===== config.mk =====
export PLATFORM = sky130hd
export DESIGN_NAME = hsv_to_rgb_converter_top
export DESIGN_NICKNAME = d
export VERILOG_FILES = /design/src/hdl/hsvrgb_pkg.sv /design/src/hdl/hsvrgb_front.sv /design/src/hdl/hsvrgb_fifo.sv /design/src/hdl/hsvrgb_back.sv /design/src/hdl/hsv_to_rgb_converter_top.sv
export SDC_FILE = /design/constraint.sdc
export NUM_CORES = 2
export LEC_CHECK = 0
export BUFFER_PORTS_ARGS = -buffer_cell sky130_fd_sc_hd__buf_2
export CAP_MARGIN = 20
export CORE_ASPECT_RATIO = 1.5
export CORE_MARGIN = 2
export CORE_UTILIZATION = 65
export DETAILED_ROUTE_END_ITERATION = 6
export PLACE_DENSITY = 0.86
export SYNTH_ARGS = -nofsm -noshare
export SYNTH_HDL_FRONTEND = slang
export SYNTH_SLANG_ARGS = --single-unit

===== constraint.sdc =====
create_clock -name clk -period 9.8 [get_ports clk]
set_input_delay 2.94 -clock clk [delete_from_list [all_inputs] [get_ports clk]]
set_output_delay 2.94 -clock clk [all_outputs]
set_load 0.01 [all_outputs]

===== src/hdl/hsvrgb_pkg.sv =====
`default_nettype none

package hsvrgb_pkg;

	// Hue sector, one per 60 degrees of the wrapped hue
	typedef enum logic [2:0] {
		SECTOR_0,
		SECTOR_1,
		SECTOR_2,
		SECTOR_3,
		SECTOR_4,
		SECTOR_5
	} sector_t;

	// Multiple of 360 that lifts any 16-bit hue above zero
	localparam int unsigned HUE_OFFSET      = 33120;
	localparam int unsigned HUE_FULL        = 360;
	localparam int unsigned HUE_SECTOR      = 60;
	// Reciprocal of 360 scaled by 2^24, rounded up; exact below 65888
	localparam int unsigned HUE_RECIP       = 46604;
	localparam int unsigned HUE_RECIP_SHIFT = 24;
	// Full-scale channel factor, 256 * 60
	localparam int unsigned K_ONE           = 15360;
	localparam int unsigned CHAN_MAX        = 255;
	// Channel divisor 256 * 256 * 60 = 2^18 * 15
	localparam int unsigned CHAN_SHIFT      = 18;
	// Reciprocal of 15 scaled by 2^16, rounded up; exact below 3826
	localparam int unsigned DIV15_RECIP     = 4370;
	localparam int unsigned DIV15_SHIFT     = 16;

	// Classified request handed from the front part to the back part
	typedef struct packed {
		sector_t    sector;
		logic [5:0] rem;
		logic [8:0] sat;
		logic [8:0] val;
	} item_t;

	// Queue status seen by both sides
	typedef struct packed {
		logic full;
		logic empty;
	} queue_status_t;

	// Lowest hue of a sector
	function automatic logic [8:0] sector_base(sector_t sector);
		logic [8:0] base;
		case (sector)
			SECTOR_1: base = 9'd60;
			SECTOR_2: base = 9'd120;
			SECTOR_3: base = 9'd180;
			SECTOR_4: base = 9'd240;
			SECTOR_5: base = 9'd300;
			default:  base = 9'd0;
		endcase
		return base;
	endfunction

endpackage

`default_nettype wire


===== src/hdl/hsvrgb_front.sv =====
`default_nettype none

module hsvrgb_front (
	input  logic                      clk,
	input  logic                      arst_n,
	input  logic                      start,
	input  logic signed [15:0]        hue_degrees,
	input  logic signed [9:0]         saturation,
	input  logic signed [9:0]         brightness,
	input  hsvrgb_pkg::queue_status_t status,
	input  logic                      pop,
	output logic                      busy,
	output logic                      push,
	output hsvrgb_pkg::item_t         item
);
	import hsvrgb_pkg::*;

	logic        adv;
	logic [16:0] x_in;
	logic [32:0] prod;

	logic        vld_s1;
	logic [16:0] x_s1;
	logic [7:0]  quo_s1;
	logic [8:0]  sat_s1;
	logic [8:0]  val_s1;

	logic        vld_s2;
	logic [8:0]  hue_s2;
	logic [8:0]  sat_s2;
	logic [8:0]  val_s2;
	logic [16:0] hue_wide;

	logic        vld_s3;
	item_t       item_s3;
	sector_t     sector_c;

	// Clamp a signed Q2.8 value into 0..256
	function automatic logic [8:0] clamp_unit(logic [9:0] x);
		logic [8:0] res;
		if (x[9]) begin
			res = 9'd0;
		end else if (x[8:0] > 9'd256) begin
			res = 9'd256;
		end else begin
			res = x[8:0];
		end
		return res;
	endfunction

	// Hold the front only while the queue cannot take the last stage
	assign adv  = !(vld_s3 && status.full && !pop);
	assign busy = !adv;
	assign push = vld_s3 && adv;
	assign item = item_s3;

	// Lift the hue positive and estimate the quotient by 360
	always_comb begin
		x_in = 17'({hue_degrees[15], hue_degrees}) + 17'(HUE_OFFSET);
		prod = 33'(x_in) * 33'(HUE_RECIP);
	end

	// Remove whole turns
	assign hue_wide = x_s1 - 17'(quo_s1) * 17'(HUE_FULL);

	// Find the sector by threshold compare
	always_comb begin
		if (hue_s2 < 9'd60) begin
			sector_c = SECTOR_0;
		end else if (hue_s2 < 9'd120) begin
			sector_c = SECTOR_1;
		end else if (hue_s2 < 9'd180) begin
			sector_c = SECTOR_2;
		end else if (hue_s2 < 9'd240) begin
			sector_c = SECTOR_3;
		end else if (hue_s2 < 9'd300) begin
			sector_c = SECTOR_4;
		end else begin
			sector_c = SECTOR_5;
		end
	end

	// Advance the valid bits
	always_ff @(posedge clk or negedge arst_n) begin
		if (!arst_n) begin
			vld_s1 <= 1'b0;
			vld_s2 <= 1'b0;
			vld_s3 <= 1'b0;
		end else if (adv) begin
			vld_s1 <= start;
			vld_s2 <= vld_s1;
			vld_s3 <= vld_s2;
		end
	end

	// Advance the payload
	always_ff @(posedge clk) begin
		if (adv) begin
			x_s1           <= x_in;
			quo_s1         <= 8'(prod >> HUE_RECIP_SHIFT);
			sat_s1         <= clamp_unit(saturation);
			val_s1         <= clamp_unit(brightness);
			hue_s2         <= 9'(hue_wide);
			sat_s2         <= sat_s1;
			val_s2         <= val_s1;
			item_s3.sector <= sector_c;
			item_s3.rem    <= 6'(hue_s2 - sector_base(sector_c));
			item_s3.sat    <= sat_s2;
			item_s3.val    <= val_s2;
		end
	end

endmodule

`default_nettype wire


===== src/hdl/hsvrgb_fifo.sv =====
`default_nettype none

module hsvrgb_fifo #(
	parameter int DEPTH = 2
) (
	input  logic                      clk,
	input  logic                      arst_n,
	input  logic                      push,
	input  hsvrgb_pkg::item_t         wr_item,
	input  logic                      pop,
	output hsvrgb_pkg::item_t         rd_item,
	output hsvrgb_pkg::queue_status_t status
);
	import hsvrgb_pkg::*;

	localparam int PTR_W = (DEPTH > 1) ? $clog2(DEPTH) : 1;
	localparam int CNT_W = $clog2(DEPTH + 1);

	item_t             mem_q [DEPTH];
	logic [PTR_W-1:0]  wr_ptr_q;
	logic [PTR_W-1:0]  rd_ptr_q;
	logic [CNT_W-1:0]  count_q;

	function automatic logic [PTR_W-1:0] ptr_next(logic [PTR_W-1:0] ptr);
		logic [PTR_W-1:0] nxt;
		if (ptr == PTR_W'(DEPTH - 1)) begin
			nxt = '0;
		end else begin
			nxt = ptr + 1'b1;
		end
		return nxt;
	endfunction

	assign status.full  = (count_q == CNT_W'(DEPTH));
	assign status.empty = (count_q == '0);
	assign rd_item      = mem_q[rd_ptr_q];

	// Track pointers and fill level
	always_ff @(posedge clk or negedge arst_n) begin
		if (!arst_n) begin
			wr_ptr_q <= '0;
			rd_ptr_q <= '0;
			count_q  <= '0;
		end else begin
			if (push) begin
				wr_ptr_q <= ptr_next(wr_ptr_q);
			end
			if (pop) begin
				rd_ptr_q <= ptr_next(rd_ptr_q);
			end
			if (push && !pop) begin
				count_q <= count_q + 1'b1;
			end else if (pop && !push) begin
				count_q <= count_q - 1'b1;
			end
		end
	end

	// Store a request
	always_ff @(posedge clk) begin
		if (push) begin
			mem_q[wr_ptr_q] <= wr_item;
		end
	end

endmodule

`default_nettype wire


===== src/hdl/hsvrgb_back.sv =====
`default_nettype none

module hsvrgb_back (
	input  logic                      clk,
	input  logic                      arst_n,
	input  hsvrgb_pkg::queue_status_t status,
	input  hsvrgb_pkg::item_t         item,
	output logic                      pop,
	output logic                      done,
	output logic [7:0]                red,
	output logic [7:0]                green,
	output logic [7:0]                blue
);
	import hsvrgb_pkg::*;

	logic [13:0] kv;
	logic [13:0] kp;
	logic [13:0] kq;
	logic [13:0] kt;
	logic [13:0] k_c [3];

	logic        vld_s1;
	logic [13:0] k_s1 [3];
	logic [8:0]  val_s1;

	logic        vld_s2;
	logic [21:0] m_s2 [3];

	logic        vld_s3;
	logic [11:0] y_s3 [3];

	logic        done_q;
	logic [7:0]  chan_q [3];

	// Drain the queue whenever it holds a request
	assign pop = !status.empty;

	// Form the channel factors of V, p, q and t
	always_comb begin
		kv = 14'(K_ONE);
		kp = 14'(14'(HUE_SECTOR) * 14'(9'd256 - item.sat));
		kq = 14'(K_ONE) - 14'(14'(item.sat) * 14'(item.rem));
		kt = 14'(K_ONE) - 14'(14'(item.sat) * 14'(6'(HUE_SECTOR) - item.rem));
	end

	// Arrange the factors by sector
	always_comb begin
		case (item.sector)
			SECTOR_1: begin
				k_c[0] = kq; k_c[1] = kv; k_c[2] = kp;
			end
			SECTOR_2: begin
				k_c[0] = kp; k_c[1] = kv; k_c[2] = kt;
			end
			SECTOR_3: begin
				k_c[0] = kp; k_c[1] = kq; k_c[2] = kv;
			end
			SECTOR_4: begin
				k_c[0] = kt; k_c[1] = kp; k_c[2] = kv;
			end
			SECTOR_5: begin
				k_c[0] = kv; k_c[1] = kp; k_c[2] = kq;
			end
			default: begin
				k_c[0] = kv; k_c[1] = kt; k_c[2] = kp;
			end
		endcase
	end

	// Advance the valid bits
	always_ff @(posedge clk or negedge arst_n) begin
		if (!arst_n) begin
			vld_s1 <= 1'b0;
			vld_s2 <= 1'b0;
			vld_s3 <= 1'b0;
			done_q <= 1'b0;
		end else begin
			vld_s1 <= pop;
			vld_s2 <= vld_s1;
			vld_s3 <= vld_s2;
			done_q <= vld_s3;
		end
	end

	// Scale by V, by 255, then divide by 2^18 and by 15, one lane per channel
	always_ff @(posedge clk) begin
		val_s1 <= item.val;
		for (int i = 0; i < 3; i++) begin
			k_s1[i]   <= k_c[i];
			m_s2[i]   <= 22'(val_s1) * 22'(k_s1[i]);
			y_s3[i]   <= 12'((30'(m_s2[i]) * 30'(CHAN_MAX)) >> CHAN_SHIFT);
			chan_q[i] <= 8'((25'(y_s3[i]) * 25'(DIV15_RECIP)) >> DIV15_SHIFT);
		end
	end

	assign done  = done_q;
	assign red   = chan_q[0];
	assign green = chan_q[1];
	assign blue  = chan_q[2];

endmodule

`default_nettype wire


===== src/hdl/hsv_to_rgb_converter_top.sv =====
// HSV to RGB pixel converter. A request (hue in whole degrees, saturation and
// value in signed Q2.8 where 256 is 1.0) is taken on any clock edge with start
// high and busy low, one per cycle. The result appears on red, green and blue
// with done high for exactly one cycle; the receiver cannot stall it. A
// three-stage front wraps the hue, clamps saturation and value and finds the
// sector; a small queue feeds a four-stage back end that forms p, q and t and
// scales each channel by 255 with a truncating divide. The back end drains the
// queue every cycle, so busy stays low and the block sustains one pixel per
// clock.
`default_nettype none

module hsv_to_rgb_converter_top #(
	parameter int QUEUE_DEPTH = 2
) (
	input  logic               clk,
	input  logic               arst_n,
	input  logic               start,
	output logic               busy,
	input  logic signed [15:0] hue_degrees,
	input  logic signed [9:0]  saturation,
	input  logic signed [9:0]  brightness,
	output logic               done,
	output logic [7:0]         red,
	output logic [7:0]         green,
	output logic [7:0]         blue
);
	import hsvrgb_pkg::*;

	queue_status_t status;
	item_t         wr_item;
	item_t         rd_item;
	logic          push;
	logic          pop;

	hsvrgb_front u_front (
		.clk         (clk),
		.arst_n      (arst_n),
		.start       (start),
		.hue_degrees (hue_degrees),
		.saturation  (saturation),
		.brightness  (brightness),
		.status      (status),
		.pop         (pop),
		.busy        (busy),
		.push        (push),
		.item        (wr_item)
	);

	hsvrgb_fifo #(
		.DEPTH (QUEUE_DEPTH)
	) u_fifo (
		.clk     (clk),
		.arst_n  (arst_n),
		.push    (push),
		.wr_item (wr_item),
		.pop     (pop),
		.rd_item (rd_item),
		.status  (status)
	);

	hsvrgb_back u_back (
		.clk    (clk),
		.arst_n (arst_n),
		.status (status),
		.item   (rd_item),
		.pop    (pop),
		.done   (done),
		.red    (red),
		.green  (green),
		.blue   (blue)
	);

	// Every taken request comes out a fixed time later
	assert property (@(posedge clk) disable iff (!arst_n)
		start && !busy |-> ##8 done)
		else $error("request did not complete on time");

	// Every result traces back to a request leaving the queue
	assert property (@(posedge clk) disable iff (!arst_n)
		done |-> $past(pop, 4))
		else $error("result without a queued request");

	// Busy only while the queue is full
	assert property (@(posedge clk) disable iff (!arst_n)
		busy |-> status.full)
		else $error("busy with room in the queue");

	// Queue cannot be full and empty together
	assert property (@(posedge clk) disable iff (!arst_n)
		!(status.full && status.empty))
		else $error("queue status inconsistent");

endmodule

`default_nettype wire

==> flow_metrics.tcl <==
set metrics [dict create \
    cp.arrival_ns 8.99 \
    place.gp.congestion 0.923 \
    drive_gt1_share_pct 4.90 \
    std_cell_rows 116 \
    syn2layout_area_growth_pct 6.64 \
    startpoint_type "primary input" \
    cts_hold_buf 0 \
    cts_tree "built" \
    synth_top_cell_area_share_pct 33.2 \
    violations "DRC" \
    finalMaxSlewViolations 0 \
    first_pass_iters 7 \
    synth-main-ff-cell "dfxtp_1" \
    grt_overflow_total 0 \
    postCtsSetupBuffers 0 \
    vias_per_cell 5.49 \
    endpoint_kind "flop" \
    vias 29100 \
    hold_class "flop to flop" \
    chipHeight_um 321 \
    grt.total_usage_pct 26.8 \
    dp_hpwl_um 70600 \
    ys_top_cells_by_area "fa_1, ha_1, edfxtp_1" \
    avgSynthCellArea_sq_um 10.2 \
    grt_pass1_wl_um 150000 \
    tightest_slew_ns 1.09 \
    clk_latency_ns 0.61 \
    period_minus_slack_ns 8.65 \
    wl_um 86900 \
    fmax_mhz 116 \
    grt_pass1_vias 33000 \
    htree_num_levels 2 \
    hold_viol_final 0 \
    rsz0062_at_grt "no" \
    port_buffers 63 \
    finalCritPeriodShare_pct 88.2 \
    yosys_register_bits 329 \
    io_pins 65 \
    numCtsBuffers 37 \
    yosysUniqueCellTypes 80 \
    synth_edf_count 141 \
    yosysSeqAreaShare_pct 18.5 \
    cp.required_ns 10.14 \
    antenna_left 0 \
    synthesis.area_sq_um 43500 \
    wl_per_cell_um 16.4 \
    cts_sinks 329 \
    fin_nets 5782 \
    die_area_sq_um 69000 \
    drtIter0Drc 1328 \
    n_antenna_cell 0 \
    critPathKind "primary input to flop" \
    skew_ns 0.0302 \
    core_area_sq_um 66500 \
    post_cts_resized 0 \
    cts.clk_slew.worst_paths_ns 0.06 \
    grt_max_degree 43 \
    fin_setup_tns_ns 0 \
    clockRootBuffer "clkbuf_16" \
    finalSetupViolCount 0 \
    antenna_found_initial 0 \
    max_cap_viol_count 0 \
    ys.warnings.count 0 \
    syn_inst 4259 \
    max_slew_margin_pct 25.4 \
    outcome "finished with violations" \
    yosysTopAreaCell "fa_1" \
    dieWidth_um 215 \
    clockBufferDepth 3 \
    drc_errors 17 \
    critPathMaxFanout 5 \
    initial_core_util_pct 65.4 \
    synthArstFlopShare_pct 3.34 \
]
-- registers in the layout, indices dropped and copies added, names as in the netlist, 24 cells and up --
register,flops
u_back.chan_q,24
u_fifo.mem_q,54
u_back.m_s2,66
u_front.item,27
u_back.y_s3,36
u_back.k_s1,42
-- path summary, 6_finish.rpt --
check                                     endpoint       startpoint  slack [ns]  cells past startpoint
min in group asynchronous        u_fifo.count_q[0]           arst_n        2.22                      1
worst max register to register  u_back.k_s1[0][25]  u_fifo.rd_ptr_q        2.40                     22
worst max-delay path             u_front.quo_s1[5]   hue_degrees[5]        1.15                     23
worst min-delay path                   u_back.done    u_back.vld_s3        0.36                      0
max in group asynchronous          u_fifo.rd_ptr_q           arst_n        7.34                      1
worst min register to register         u_back.done    u_back.vld_s3        0.36                      0
-- per-layer routing --
metal  track usage [%]  wire length [um]  vias to the layer above
met5                 0                 0                        -
met4              14.6              4950                        0
met3              3.21              3190                      316
met2              52.7             48700                      766
met1              27.2             30100                    14500
li1                  -                 -                    13500
-- synthesized netlist by cell type, types with 12 or more instances --
cell / n
buf_1: 18
mux2_2: 12
inv_1: 953
xnor2_1: 162
dfxtp_1: 177
a21oi_1: 108
mux2i_1: 16
clkbuf_1: 84
nand2b_1: 24
ha_1: 645
o21bai_1: 13
fa_1: 720
o21ai_0: 75
a211oi_1: 22
edfxtp_1: 141
a31oi_1: 13
nor3_1: 44
a21o_1: 32
xor2_1: 47
o21a_1: 16
nor2b_1: 23
nand2_1: 310
nand3_1: 39
and3_1: 16
and2_1: 177
nor2_1: 201
-- worst max-delay path, stage by stage --
cell       delay (ns)
buf_2            0.12
inv_1            0.06
ha_1             0.32
inv_1            0.20
ha_1             0.32
fa_1             0.46
fa_1             0.49
inv_1            0.05
fa_1             0.48
inv_1            0.05
fa_1             0.47
inv_1            0.05
fa_1             0.50
inv_1            0.04
ha_1             0.28
a21o_1           0.17
a2111oi_0        0.57
nand4_1          0.16
nor3b_1          0.19
o21ai_1          0.40
o21ai_0          0.24
o41ai_1          0.34
xnor2_1          0.10
-- final cells by class --
| type | count | area (sq um) |
|---|---|---|
| multi-input combinational | 2956 | 31700 |
| clock inverter | 23 | 303 |
| sequential | 329 | 8060 |
| timing repair buffer | 100 | 593 |
| tap | 885 | 1110 |
| clock buffer | 45 | 976 |
| inverter | 954 | 3580 |
| fill | 4738 | 20100 |
-- cells by family (layout without fill, tap and decap cells) --
| kind of cell | after synthesis | count (layout) | synth area share [%] |
|---|---|---|---|
| compound gates | 380 | 380 | 5.76 |
| xor+xnor | 212 | 212 | 4.32 |
| fa+ha+maj | 1365 | 1365 | 51.7 |
| buf+inv | 1060 | 1122 | 9.22 |
| flops | 329 | 329 | 18.5 |
| mux | 34 | 34 | 0.889 |
| other cells | 2 | 88 | 0.0173 |
| simple gates | 877 | 877 | 9.54 |
-- per-stage QoR --
| step | utilization [%] | setup WS (ns) | cells | cell area (sq um) | hold slack, ns |
|---|---|---|---|---|---|
| floorplan | - | 1.36 | 4345 | 43800 | 0.331 |
| global placement | 67.8 | 0.646 | 5224 | 45100 | 0.335 |
| detailed placement | 67.8 | 0.491 | 5224 | 45100 | 0.339 |
| CTS | 69.7 | 1.12 | 5292 | 46400 | 0.358 |
| global route | 69.7 | 0.765 | 5292 | 46400 | 0.367 |
| finish | 69.7 | 1.15 | 5292 | 46400 | 0.356 |
-- layout by cell type, fill, tap and decap left out, types with 22 or more instances in the layout --
cell type,n
nor2_1,201
nor2b_1,22
nand3_1,39
buf_4,37
xor2_1,47
a21oi_1,108
nand2_1,310
nand2b_1,24
ha_1,645
buf_2,63
edfxtp_1,141
conb_1,88
nor3_1,44
and2_1,177
dfxtp_1,176
a21o_1,32
inv_1,953
fa_1,720
clkbuf_16,37
xnor2_1,162
o21ai_0,75
a211oi_1,22
Power is left out: the tool's default activity adds up to more than one toggle a clock period on the data nets, which glitch-free logic cannot reach.
